===== src/design/dts_pkg.sv =====
// ----------------------------------------------------------------------------
// dts_pkg
// Shared types and codes for the toggle stack: operation codes, result
// status codes and the control word broadcast along the cell row.
// ----------------------------------------------------------------------------
package dts_pkg;

  // default number of cells in the row
  localparam int STACK_DEPTH = 16;

  localparam int ValueW  = 8;
  localparam int StatusW = 3;
  localparam int DepthW  = 5;

  // operation carried in the input word's tuser
  localparam logic MODE_PUSH = 1'b0;
  localparam logic MODE_POP  = 1'b1;

  typedef enum logic [StatusW-1:0] {
    ST_PUSHED  = 3'd0,
    ST_REMOVED = 3'd1,
    ST_POPPED  = 3'd2,
    ST_EMPTY   = 3'd3,
    ST_FULL    = 3'd4
  } status_e;

  // control word seen by every cell in the same cycle
  typedef struct packed {
    logic              search;   // compare the value against the held entries
    logic              shift_en; // close the gap above a matching entry
    logic              load_en;  // write the value into the cell at the top
    logic [ValueW-1:0] value;
  } cell_ctrl_t;

endpackage


===== src/design/dts_cell.sv =====
// ----------------------------------------------------------------------------
// dts_cell
// One slot of the stack. Compares its entry with the broadcast value,
// extends the match chain upward, takes its upper neighbor's entry when a
// match at or below it closes the gap, and offers its entry when on top.
// ----------------------------------------------------------------------------
module dts_cell #(
  parameter int STACK_DEPTH = dts_pkg::STACK_DEPTH,
  parameter int IDX         = 0,
  localparam int CW         = $clog2(STACK_DEPTH + 1)
) (
  input  logic                      clk_i,
  input  dts_pkg::cell_ctrl_t       ctrl_i,
  input  logic [CW-1:0]             count_i,
  input  logic [dts_pkg::ValueW-1:0] above_i,
  input  logic                      match_i,
  input  logic [dts_pkg::ValueW-1:0] top_i,
  output logic                      match_o,
  output logic [dts_pkg::ValueW-1:0] top_o,
  output logic [dts_pkg::ValueW-1:0] entry_o
);

  logic [dts_pkg::ValueW-1:0] entry_q, entry_d;
  logic                       valid;
  logic                       hit;

  // slot holds live data only below the fill count
  assign valid = count_i > CW'(IDX);
  assign hit   = ctrl_i.search && valid && (entry_q == ctrl_i.value);

  assign match_o = match_i | hit;
  assign top_o   = top_i | ((count_i == CW'(IDX + 1)) ? entry_q : '0);
  assign entry_o = entry_q;

  // shift down over a removed entry, or load a new top
  always_comb begin
    entry_d = entry_q;
    if (ctrl_i.shift_en && match_o && valid) begin
      entry_d = above_i;
    end else if (ctrl_i.load_en && (count_i == CW'(IDX))) begin
      entry_d = ctrl_i.value;
    end
  end

  always_ff @(posedge clk_i) begin
    entry_q <= entry_d;
  end

endmodule


===== src/design/dedup_toggle_stack.sv =====
// ----------------------------------------------------------------------------
// dedup_toggle_stack
// Byte stack acting as an ordered set: a push of a held value removes it,
// a push of a new value stacks it unless full, a pop returns the top entry.
// ----------------------------------------------------------------------------
// Result: registered; the result word is valid in the cycle after its input word is accepted.
// Throughput: one word per cycle while the result stream is not stalled; the row of
//   cells compares, ripples the match chain and shifts combinationally.
// Reset: clears the fill count and the output valid; entries need no clear.
// ----------------------------------------------------------------------------
module dedup_toggle_stack #(
  parameter int STACK_DEPTH = dts_pkg::STACK_DEPTH
) (
  input  logic        clk_i,
  input  logic        rst_ni,
  input  logic        s_axis_tvalid,
  output logic        s_axis_tready,
  input  logic [7:0]  s_axis_tdata,  // [7:0] value
  input  logic [0:0]  s_axis_tuser,  // [0] mode
  output logic        m_axis_tvalid,
  input  logic        m_axis_tready,
  output logic [15:0] m_axis_tdata,  // [7:0] popped_value, [12:8] depth, rest zero
  output logic [2:0]  m_axis_tuser   // [2:0] status
);

  localparam int CW = $clog2(STACK_DEPTH + 1);

  logic [CW-1:0] count_q, count_d;
  logic          accept;
  logic          push;
  logic          found;
  logic          full;

  logic                        out_valid_q;
  logic [dts_pkg::ValueW-1:0]  popped_q, popped_d;
  dts_pkg::status_e            status_q, status_d;
  logic [dts_pkg::DepthW-1:0]  depth_q;
  logic [CW+dts_pkg::DepthW-1:0] depth_ext;

  dts_pkg::cell_ctrl_t         ctrl;
  logic [STACK_DEPTH:0]        match_c;
  logic [dts_pkg::ValueW-1:0]  top_c   [STACK_DEPTH+1];
  logic [dts_pkg::ValueW-1:0]  entry_c [STACK_DEPTH];
  logic [dts_pkg::ValueW-1:0]  above_c [STACK_DEPTH];

  // handshake: output register frees up when taken
  assign s_axis_tready = !out_valid_q || m_axis_tready;
  assign accept        = s_axis_tvalid && s_axis_tready;
  assign push          = (s_axis_tuser[0] == dts_pkg::MODE_PUSH);
  assign full          = (count_q == CW'(STACK_DEPTH));
  assign found         = match_c[STACK_DEPTH];

  // broadcast to the row
  assign ctrl.search   = push;
  assign ctrl.shift_en = accept && push;
  assign ctrl.load_en  = accept && push && !found && !full;
  assign ctrl.value    = s_axis_tdata;

  assign match_c[0] = 1'b0;
  assign top_c[0]   = '0;

  // row of cells, match and top chains running upward
  for (genvar i = 0; i < STACK_DEPTH; i++) begin : g_cell
    if (i == STACK_DEPTH - 1) begin : g_last
      assign above_c[i] = '0;
    end else begin : g_mid
      assign above_c[i] = entry_c[i+1];
    end

    dts_cell #(
      .STACK_DEPTH (STACK_DEPTH),
      .IDX         (i)
    ) u_cell (
      .clk_i   (clk_i),
      .ctrl_i  (ctrl),
      .count_i (count_q),
      .above_i (above_c[i]),
      .match_i (match_c[i]),
      .top_i   (top_c[i]),
      .match_o (match_c[i+1]),
      .top_o   (top_c[i+1]),
      .entry_o (entry_c[i])
    );
  end

  // result and next fill count
  always_comb begin
    count_d  = count_q;
    popped_d = '0;
    status_d = dts_pkg::ST_PUSHED;
    if (!push) begin
      if (count_q == '0) begin
        status_d = dts_pkg::ST_EMPTY;
      end else begin
        status_d = dts_pkg::ST_POPPED;
        popped_d = top_c[STACK_DEPTH];
        count_d  = count_q - CW'(1);
      end
    end else if (found) begin
      status_d = dts_pkg::ST_REMOVED;
      count_d  = count_q - CW'(1);
    end else if (full) begin
      status_d = dts_pkg::ST_FULL;
    end else begin
      status_d = dts_pkg::ST_PUSHED;
      count_d  = count_q + CW'(1);
    end
  end

  assign depth_ext = {{dts_pkg::DepthW{1'b0}}, count_d};

  // control state
  always_ff @(posedge clk_i or negedge rst_ni) begin
    if (!rst_ni) begin
      count_q     <= '0;
      out_valid_q <= 1'b0;
    end else begin
      if (accept) begin
        count_q <= count_d;
      end
      if (accept) begin
        out_valid_q <= 1'b1;
      end else if (m_axis_tready) begin
        out_valid_q <= 1'b0;
      end
    end
  end

  // result payload
  always_ff @(posedge clk_i) begin
    if (accept) begin
      popped_q <= popped_d;
      status_q <= status_d;
      depth_q  <= depth_ext[dts_pkg::DepthW-1:0];
    end
  end

  assign m_axis_tvalid = out_valid_q;
  assign m_axis_tdata  = {3'b000, depth_q, popped_q};
  assign m_axis_tuser  = status_q;

endmodule


===== config.mk =====
export PLATFORM = sky130hd
export DESIGN_NAME = dedup_toggle_stack
export DESIGN_NICKNAME = d
export VERILOG_FILES = /design/src/design/dts_pkg.sv /design/src/design/dts_cell.sv /design/src/design/dedup_toggle_stack.sv
export SDC_FILE = /design/constraint.sdc
export NUM_CORES = 1
export LEC_CHECK = 0
export BUFFER_PORTS_ARGS = -buffer_cell sky130_fd_sc_hd__buf_2
export CELL_PAD_IN_SITES_DETAIL_PLACEMENT = 1
export CELL_PAD_IN_SITES_GLOBAL_PLACEMENT = 1
export CORE_AREA = 10 10 149 151
export DETAILED_ROUTE_END_ITERATION = 8
export DIE_AREA = 0 0 159 161
export PLACE_DENSITY_LB_ADDON = 0.1
export SLEW_MARGIN = 5
export SYNTH_ARGS = -nofsm -noshare
export SYNTH_HDL_FRONTEND = slang
export SYNTH_SLANG_ARGS = --single-unit

===== constraint.sdc =====
create_clock -name clk_i -period 5.2 [get_ports clk_i]
set_input_delay 1.04 -clock clk_i [delete_from_list [all_inputs] [get_ports clk_i]]
set_output_delay 1.04 -clock clk_i [all_outputs]
set_load 0.1 [all_outputs]

==> results_dict.tcl, run 1 <==
set metrics [dict create \
    status "finished clean" \
    cts_tree "done" \
    endpoint_kind "flop" \
    drt_iter0_markers 970 \
    yosys-top-cells-count "136 x edfxtp_1, 127 x mux2_2, 114 x xor2_1" \
    vdd_drop_max_v 0.000281 \
    power.leakage_nw 3.66 \
    final-hold-violation-count 0 \
    clock_latency_ps 450 \
    grt_pass1_wl_um 50700 \
    dp_hpwl_um 25000 \
    cts_buffer_depth 2 \
    start_util_pct 49.4 \
    syn2layout_area_growth_pct 10.7 \
    wl_per_cell_um 31.5 \
    yosysTopAreaCellShare_pct 43.1 \
    skew_ps 18.2 \
    post-cts-setup-buffers 0 \
    path_depth 11 \
    maxCapViolCount 0 \
    fmax_ghz 0.227 \
    grt_max_degree 33 \
    yosysSeqAreaShare_pct 46.3 \
    multi_input_area_mm2 0.00473 \
    nets 824 \
    clock-sinks 150 \
    diodes 0 \
    cts-buffers-inserted 17 \
    root_buffer "clkbuf_16" \
    worstMarginPinSlew_ps 1240 \
    slowest_stage "o21bai_1" \
    num_rows 51 \
    port_buffers 30 \
    critical_path.most_common_cell "buf_4" \
    ios 34 \
    core_mm2 0.0192 \
    ys.flop_type "edfxtp_1" \
    ant_nets 0 \
    hp-class "primary input to asynchronous set/reset pin" \
    synth_most_common_cell "edfxtp_1" \
    grt_usage_pct 26.4 \
    syn_avg_cell_area_um2 12.0 \
    critPathMaxStageDelay_ps 800 \
    ys_ff_latch 150 \
    netlist-cell-type-count 72 \
    rsz0062_at_grt "false" \
    min_period_over_period_pct 84.6 \
    drive_above_1_share_pct 29.1 \
    die-area_mm2 0.0256 \
    grt_pass1_vias 7350 \
    arrival_ps 4470 \
    ys_warn_count 0 \
    synthTopCellsByArea "edfxtp_1 43%, mux2_2 15%, xor2_1 11%" \
    gp_congestion 0.950 \
    slew_headroom_pct 16.5 \
    async_reset_ff_share_pct 4.00 \
    syn_inst 790 \
    die_w_um 159 \
    seqCellArea_mm2 0.00439 \
    yosysTopAreaCell "edfxtp_1" \
    grt_antenna_before_repair 0 \
    clk_pin_slew_ps 70 \
    drtPass1Iterations 6 \
    hold_buffers 0 \
    die_y_um 161 \
    slew_violations 0 \
    cts_resized 0 \
    period_needed_ps 4400 \
    reg2regPathDepth 11 \
    fillers 1942 \
    crit_chain "buf_4 > inv_1 > ha_1 > nor3b_1 > nor2_1 > nand4_1 > nand4_2 > nor2_4 > nand3_1 > buf_4 > o21bai_1" \
    htree_levels 4 \
    grt_overflow_total 0 \
    setup_violations 0 \
    wl_um 34100 \
    cp.buffers_inverters 3 \
    vias 7168 \
    crit_path_start_kind "flop" \
    crit_fanout 16 \
    syn_area_mm2 0.00948 \
    viasPerCell 6.62 \
    synth_edf_count 136 \
    route.detailed.drc 0 \
    powerDensity_mw_per_mm2 409 \
    crit_required_ps 5270 \
    cp_top_family "simple AND/OR/NAND/NOR gates" \
    criticalPathCategory "flop to flop" \
    total_power_mw 4.29 \
    tns_ps 0 \
]
==> cells in the final DEF, fill, tap and decap left out, drive strengths merged, types with 6 or more instances in the layout <==
cell / instances
a222oi: 11
inv: 18
dfrtp: 6
xnor2: 18
nor4: 23
nand3: 14
o21bai: 8
ha: 6
a22o: 11
nor2: 38
nand4: 12
mux2: 128
nand2: 24
dfxtp: 8
edfxtp: 136
o21ai: 13
a22oi: 15
a31oi: 11
a21oi: 6
nand2b: 9
nor3: 12
mux2i: 11
buf: 59
xor2: 114
a221oi: 19
clkbuf: 18
==> state kept, by name, indices dropped and copies added, names as in the netlist <==
name / flops
depth_q: 5
m_axis_tvalid: 1
popped_q: 8
count_q: 5
m_axis_tuser: 3
g_cell.u_cell.entry_o: 128
==> area by class of cell <==
class,count,share of cell area [%]
clock inverter,14,1.99
clock buffer,18,4.09
sequential,150,41.8
multi-input combinational,566,45.0
inverter,11,0.393
timing repair buffer,59,3.50
tap,265,3.16
==> worst paths after layout <==
| kind | start | slack [ps] | to |
|---|---|---|---|
| setup / recovery | count_q[1] | 800 | g_cell[13].u_cell.entry_o[5] |
| hold / removal | rst_ni | 420 | count_q[4] |
| max in group asynchronous | rst_ni | 4620 | count_q[2] |
| setup reg to reg | count_q[1] | 800 | g_cell[13].u_cell.entry_o[5] |
| hold reg to reg | m_axis_tvalid | 530 | m_axis_tvalid |
| min in group clk_i | m_axis_tvalid | 530 | m_axis_tvalid |
==> cell families after synthesis <==
logic type	synth area share, %
flip-flops	46.3
AO/OA/AOI/OAI	10.1
XOR/XNOR	12.2
other	0.0395
adder cells (fa/ha/maj)	0.792
AND/OR/NAND/NOR	10.2
buffers and inverters	3.95
multiplexers	16.4
==> where the power goes <==
| group | leakage (nW) | switching, mW | total, mW | internal, mW |
|---|---|---|---|---|
| sequential | 1.37 | 0.140 | 1.58 | 1.44 |
| clock | 0.302 | 0.561 | 1.38 | 0.817 |
| combinational | 1.99 | 0.924 | 1.34 | 0.416 |
==> metal layers <==
| metal | up-vias | share of wire, % | routed length (um) | GRT usage, % |
|---|---|---|---|---|
| li1 | 3023 | - | - | - |
| met1 | 3713 | 43 | 14600 | 34.9 |
| met2 | 360 | 47 | 15900 | 42.0 |
| met3 | 72 | 7.7 | 2610 | 5.52 |
| met4 | 0 | 3.0 | 1010 | 9.98 |
| met5 | - | 0 | 0 | 0 |
==> per-stage QoR <==
step / instance area [um2] / hold slack, ps / cells / utilization [%] / setup slack (ps)
2_1_floorplan: 9490 / 526 / 792 / - / 556
3_3_place_gp: 9860 / 518 / 1051 / 51.4 / 515
3_5_place_dp: 9860 / 516 / 1051 / 51.4 / 426
4_1_cts: 10500 / 407 / 1083 / 54.7 / 849
5_1_grt: 10500 / 418 / 1083 / 54.7 / 604
6_report: 10500 / 418 / 1083 / 54.7 / 800
Note: power is estimated with default switching activity, not from simulation.
==> inputs of run 2 (changes only) <==
--- a/config.mk
+++ b/config.mk
@@ -5,12 +5,13 @@
 export SDC_FILE = /design/constraint.sdc
 export NUM_CORES = 1
 export LEC_CHECK = 0
+export ABC_AREA = 1
 export BUFFER_PORTS_ARGS = -buffer_cell sky130_fd_sc_hd__buf_2
 export CELL_PAD_IN_SITES_DETAIL_PLACEMENT = 1
 export CELL_PAD_IN_SITES_GLOBAL_PLACEMENT = 1
-export CORE_AREA = 10 10 149 151
+export CORE_AREA = 10 10 154 156
 export DETAILED_ROUTE_END_ITERATION = 8
-export DIE_AREA = 0 0 159 161
+export DIE_AREA = 0 0 164 166
 export PLACE_DENSITY_LB_ADDON = 0.1
 export SLEW_MARGIN = 5
 export SYNTH_ARGS = -nofsm -noshare
==> constraint.sdc (replaced) <==
create_clock -name clk_i -period 4.25 [get_ports clk_i]
set_input_delay 0.85 -clock clk_i [delete_from_list [all_inputs] [get_ports clk_i]]
set_output_delay 0.85 -clock clk_i [all_outputs]
set_load 0.1 [all_outputs]
==> run 2 against run 1 <==
Against the previous run: critical endpoint is now g_cell[4].u_cell.entry_o[5]; die area grew 6.3%; worst hold slack got worse by 200 ps; combinational power up 46%; sequential power grew 18%.
==> results_dict.tcl, run 2 <==
set metrics [dict create \
    status "finished clean" \
    final_util_pct 52.3 \
    final_cell_mix "318 x nand2_1, 159 x inv_1, 136 x edfxtp_1" \
    grt_antenna_before_repair 0 \
    clock_latency_ps 450 \
    route.detailed.drc 0 \
    crit_fanout 10 \
    grt_max_degree 31 \
    vias 9476 \
    grt_use_met1_pct 39.5 \
    period_needed_ps 3990 \
    slew_headroom_pct 39.8 \
    netlist-cell-type-count 47 \
    ios 34 \
    largest_register_ffs 128 \
    clock-sinks 150 \
    use_met2_pct 44.4 \
    ys.flop_type "edfxtp_1" \
    start_util_pct 45.9 \
    hp-class "primary input to asynchronous set/reset pin" \
    setup_violations 0 \
    total_power_mw 5.42 \
    drt_iter0_markers 1114 \
    wl_per_cell_um 26.6 \
    powerDensity_mw_per_mm2 501 \
    min_period_over_period_pct 94.0 \
    syn_inst 1203 \
    grt_usage_pct 29.5 \
    slew_violations 0 \
    die-area_mm2 0.0272 \
    yosysSeqAreaShare_pct 46.3 \
    crit_path_start_kind "flop" \
    rsz0062_at_grt "false" \
    yosysTopAreaCell "edfxtp_1" \
    wl_um 40900 \
    maxCapViolCount 0 \
    viasPerCell 6.17 \
    post-cts-setup-buffers 0 \
    cts_buffer_depth 2 \
    yosys-top-cells-count "318 x nand2_1, 159 x inv_1, 136 x edfxtp_1" \
    clk_pin_slew_ps 70 \
    diodes 0 \
    die_y_um 166 \
    grt_pass1_wl_um 60100 \
    fmax_ghz 0.250 \
    ys_warn_count 0 \
    ys_ff_latch 150 \
    gp_congestion 0.999 \
    synth_edf_count 136 \
    async_reset_ff_share_pct 4.00 \
    syn_area_mm2 0.00950 \
    synthTopCellsByArea "edfxtp_1 43%, nand2_1 13%, o21ai_0 6.9%" \
    busiest_layer "met2" \
    core_mm2 0.0207 \
    met3_usage_pct 7.24 \
    grt_pass1_vias 9381 \
    die_w_um 164 \
    power.leakage_nw 4.84 \
    layout_commonest_cell "nand2_1" \
    synth_most_common_cell "nand2_1" \
    drive_above_1_share_pct 11.2 \
    num_rows 53 \
    port_buffers 30 \
    vdd_drop_max_v 0.000264 \
    drtPass1Iterations 5 \
    nets 1269 \
    htree_levels 4 \
    yosysTopAreaCellShare_pct 43.0 \
    crit_required_ps 4320 \
    arrival_ps 4060 \
    skew_ps 9.33 \
    cts_tree "done" \
    criticalPathCategory "flop to flop" \
    cts-buffers-inserted 17 \
    final-hold-violation-count 0 \
    grt_overflow_total 0 \
    endpoint_kind "flop" \
    root_buffer "clkbuf_16" \
    dp_hpwl_um 30600 \
    syn2layout_area_growth_pct 13.9 \
    syn_avg_cell_area_um2 7.90 \
    worstMarginPinSlew_ps 897 \
    ant_nets 0 \
]
run 2: cell types whose count changed after synthesis, moves of 12 or more:
| cell | change |
|---|---|
| mux2_2 | -127 |
| o21ai_1 | +18 |
| o21ai_0 | +120 |
| a221oi_1 | -12 |
| o22ai_1 | +85 |
| inv_1 | +148 |
| a22oi_1 | -15 |
| nand2_1 | +294 |
| xor2_1 | -82 |
| nor2_1 | +49 |
run 2: kinds of logic after synthesis:
| logic type | Yosys count | synth area share (%) |
|---|---|---|
| flip-flops | 150 | 46.3 |
| AND/OR/NAND/NOR | 489 | 21.9 |
| other | 1 | 0.0395 |
| AO/OA/AOI/OAI | 284 | 17.1 |
| adder cells (fa/ha/maj) | 6 | 0.790 |
| XOR/XNOR | 41 | 3.78 |
| buffers and inverters | 232 | 10.0 |
run 2: area by class of cell:
type / instances / area, um2
Multi-Input combinational cell: 823 / 4170
Tap cell: 275 / 344
Timing Repair Buffer: 88 / 673
Sequential cell: 150 / 4390
Fill cell: 2572 / 9870
Clock inverter: 13 / 173
Clock buffer: 18 / 429
Inverter: 170 / 638
run 2: final timing paths:
check | cells after the start | to | start | slack [ps]
max in group asynchronous | 1 | count_q[3] | rst_ni | 3880
hold / removal | 1 | m_axis_tvalid | rst_ni | 220
setup / recovery | 17 | g_cell[4].u_cell.entry_o[5] | count_q[0] | 260
setup reg to reg | 17 | g_cell[4].u_cell.entry_o[5] | count_q[0] | 260
min in group clk_i | 2 | m_axis_tvalid | m_axis_tvalid | 560
hold reg to reg | 2 | m_axis_tvalid | m_axis_tvalid | 560
run 2: stage by stage:
step                cell area, um2  TNS (ps)  worst slack (ps)  hold slack, ps  cells
finish                       10800         0               256             220   1537
global route                 10800         0              13.6             228   1537
CTS                          10800         0              67.3             230   1537
detailed placement           10200     -1070             -95.6             569   1506
global placement             10200         0               117             495   1506
floorplan                     9510         0               186             539   1205
run 2: power by group:
group          switching (mW)  internal [mW]  total, mW  leakage (nW)
sequential             0.0964           1.77       1.86          1.38
combinational            1.45          0.496       1.95          3.17
clock                   0.682          0.930       1.61         0.287
total                    2.23           3.19       5.42          4.84
run 2: worst max-delay path, stage by stage (launching register included):
cell     delay [ps]
dfrtp_1         490
inv_1           220
ha_1            230
inv_1            80
nor2_4          210
nor3_1           90
nand2_2         120
nand4_1         160
nor2_1          190
nand4_1         170
nor2_2          210
nand4_2         120
nor2_1          160
nand4_2         110
inv_2            70
nand2_1         100
buf_12          190
o21ai_1         700
run 2: layer usage:
metal	up-vias	part of all wire, %
met5	-	0
met4	0	4.5
met3	116	11
met2	551	44
met1	4635	41
li1	4174	-
run 2: timing repair:
| item | 4_1_cts | 5_1_grt |
|---|---|---|
| hold buffers | 0 | 0 |
| hold endpoints to repair | 0 | 0 |
| endpoints found under the setup margin | 0 | 32 |
| gates resized for setup | 0 | 5 |
==> inputs of run 3 (changes only) <==
--- a/config.mk
+++ b/config.mk
@@ -10,9 +10,11 @@
 export CELL_PAD_IN_SITES_DETAIL_PLACEMENT = 1
 export CELL_PAD_IN_SITES_GLOBAL_PLACEMENT = 1
 export CORE_AREA = 10 10 154 156
+export CTS_CLUSTER_SIZE = 20
 export DETAILED_ROUTE_END_ITERATION = 8
 export DIE_AREA = 0 0 164 166
 export PLACE_DENSITY_LB_ADDON = 0.1
+export SETUP_SLACK_MARGIN = 0.3
 export SLEW_MARGIN = 5
 export SYNTH_ARGS = -nofsm -noshare
 export SYNTH_HDL_FRONTEND = slang
==> run 3 against run 2 <==
Against the previous run: via count decreased by 0.17%; largest cell class unchanged; first-iteration DRC count decreased by 1.4%; highest routed layer unchanged; fmax increased by 7.0%; critical path type unchanged; cell area increased by 0.24%; combinational power about the same.
==> results_dict.tcl, run 3 (synthesized netlist as in run 2, its figures left out) <==
set metrics [dict create \
    nets 1274 \
    grt_max_degree 22 \
    core_mm2 0.0207 \
    drt_iter0_markers 1098 \
    wl_um 40200 \
    cp-endpoint "g_cell[9].u_cell.entry_o[1]" \
    cts_tree "done" \
    die_y_um 166 \
    crit_required_ps 4390 \
    tns_ps 0 \
    endpoint_kind "flop" \
    cts_buffer_depth 2 \
    route.detailed.drc 0 \
    slew_headroom_pct 42.4 \
    final-hold-violation-count 0 \
    critPathMaxStageDelay_ps 490 \
    grt_pass1_vias 9172 \
    seqCellArea_mm2 0.00440 \
    slowest_stage "dfrtp_2" \
    min_period_over_period_pct 87.8 \
    path_depth 18 \
    final_cell_mix "317 x nand2_1, 157 x inv_1, 136 x edfxtp_1" \
    root_buffer "clkbuf_16" \
    viasPerCell 6.13 \
    fin_hold_ws_ps 229 \
    criticalPathCategory "flop to flop" \
    powerDensity_mw_per_mm2 494 \
    dp_hpwl_um 30300 \
    clk_pin_slew_ps 60 \
    vias 9460 \
    final_util_pct 52.4 \
    setup_violations 0 \
    reg2regPathDepth 18 \
    final-instance-count-excl-fill 1544 \
    maxCapViolCount 0 \
    clock_latency_ps 450 \
    clock-sinks 150 \
    power.leakage_nw 4.85 \
    syn2layout_area_growth_pct 14.2 \
    ant_nets 0 \
    crit_chain "inv_2 > ha_1 > inv_1 > nor2_4 > nor3_1 > nand2_2 > nand4_1 > nor2_1 > nand4_1 > nor2_2 > nand4_2 > nor2_1 > nand4_2 > inv_2 > nand2_1 > buf_4 > o21ai_0 > buf_4" \
    status "finished clean" \
    die-area_mm2 0.0272 \
    post-cts-setup-buffers 0 \
    drtPass1Iterations 6 \
    ios 34 \
    hp-class "primary input to asynchronous set/reset pin" \
    reg2reg_to "g_cell[9].u_cell.entry_o[1]" \
    r2r_start "count_q[0]" \
    arrival_ps 3870 \
    rsz0062_at_grt "true" \
    worstMarginPinSlew_ps 863 \
    dp.cells 1511 \
    largest_register_ffs 128 \
    total_power_mw 5.36 \
    crit_start "count_q[0]" \
    rrSetupSlack_ps 520 \
    vdd_drop_max_v 0.000252 \
    cp_top_family "simple AND/OR/NAND/NOR gates" \
    slew_violations 0 \
    port_buffers 30 \
    grt_overflow_total 0 \
    htree_levels 4 \
    skew_ps 19.4 \
    gp_congestion 1.05 \
    num_rows 53 \
    grt_antenna_before_repair 1 \
    fmax_ghz 0.268 \
    fillers 2585 \
    layout_commonest_cell "nand2_1" \
    cp.buffers_inverters 5 \
    grt_usage_pct 29.0 \
    die_w_um 164 \
    multi_input_area_mm2 0.00426 \
    hold_buffers 0 \
    cts-buffers-inserted 17 \
    crit_fanout 8 \
    crit_path_start_kind "flop" \
    drive_above_1_share_pct 12.8 \
    start_util_pct 45.9 \
    period_needed_ps 3730 \
    grt_pass1_wl_um 59300 \
    wl_per_cell_um 26.0 \
]
## run 3: cell types whose count changed in the layout (fill, tap and decap cells not counted), moves of 6 or more
cell     delta
o21ai_1     -9
buf_12      -6
o21ai_4     +7
buf_4      +11
## run 3: final cells by class
class / instances / area share (%)
inverters: 170 / 5.88
multi-input cells: 823 / 39.3
repair buffers: 93 / 5.86
flip-flops and latches: 150 / 40.5
clock inverters: 14 / 1.30
clock buffers: 18 / 3.96
diodes: 1 / 0.0231
well taps: 275 / 3.17
## run 3: where the power goes
part	internal [mW]	switching, mW
registers	1.77	0.106
clock network	0.825	0.702
logic	0.491	1.47
total	3.08	2.28
## run 3: repair_timing
item                       in CTS  in global routing
gates resized for setup         2                 23
setup endpoints to repair      17                120
pin swaps                       0                  1
## run 3: worst min-delay path by stage
stage                                 startpoint                      endpoint  slack, ps
global route                              rst_ni                    count_q[1]        240
finish                                    rst_ni                    count_q[1]        230
CTS                                       rst_ni                    count_q[3]        230
detailed placement                 m_axis_tvalid                 m_axis_tvalid        520
global placement                   m_axis_tvalid                 m_axis_tvalid        490
floorplan           g_cell[15].u_cell.entry_o[7]  g_cell[15].u_cell.entry_o[7]        540
## run 3: per-stage QoR
stage	setup WS, ps	area [um2]
after CTS	295	10700
final	518	10800
after global placement	7.04	10200
after global routing	273	10800
after detailed placement	-73.8	10200
after floorplan	528	9510
## run 3: per-layer routing
metal | track usage, % | up-vias | share of wire (%)
li1 | - | 4189 | -
met1 | 38.5 | 4527 | 41
met2 | 42.9 | 605 | 44
met3 | 8.70 | 139 | 11
met4 | 12.4 | 0 | 4.7
met5 | 0 | - | 0
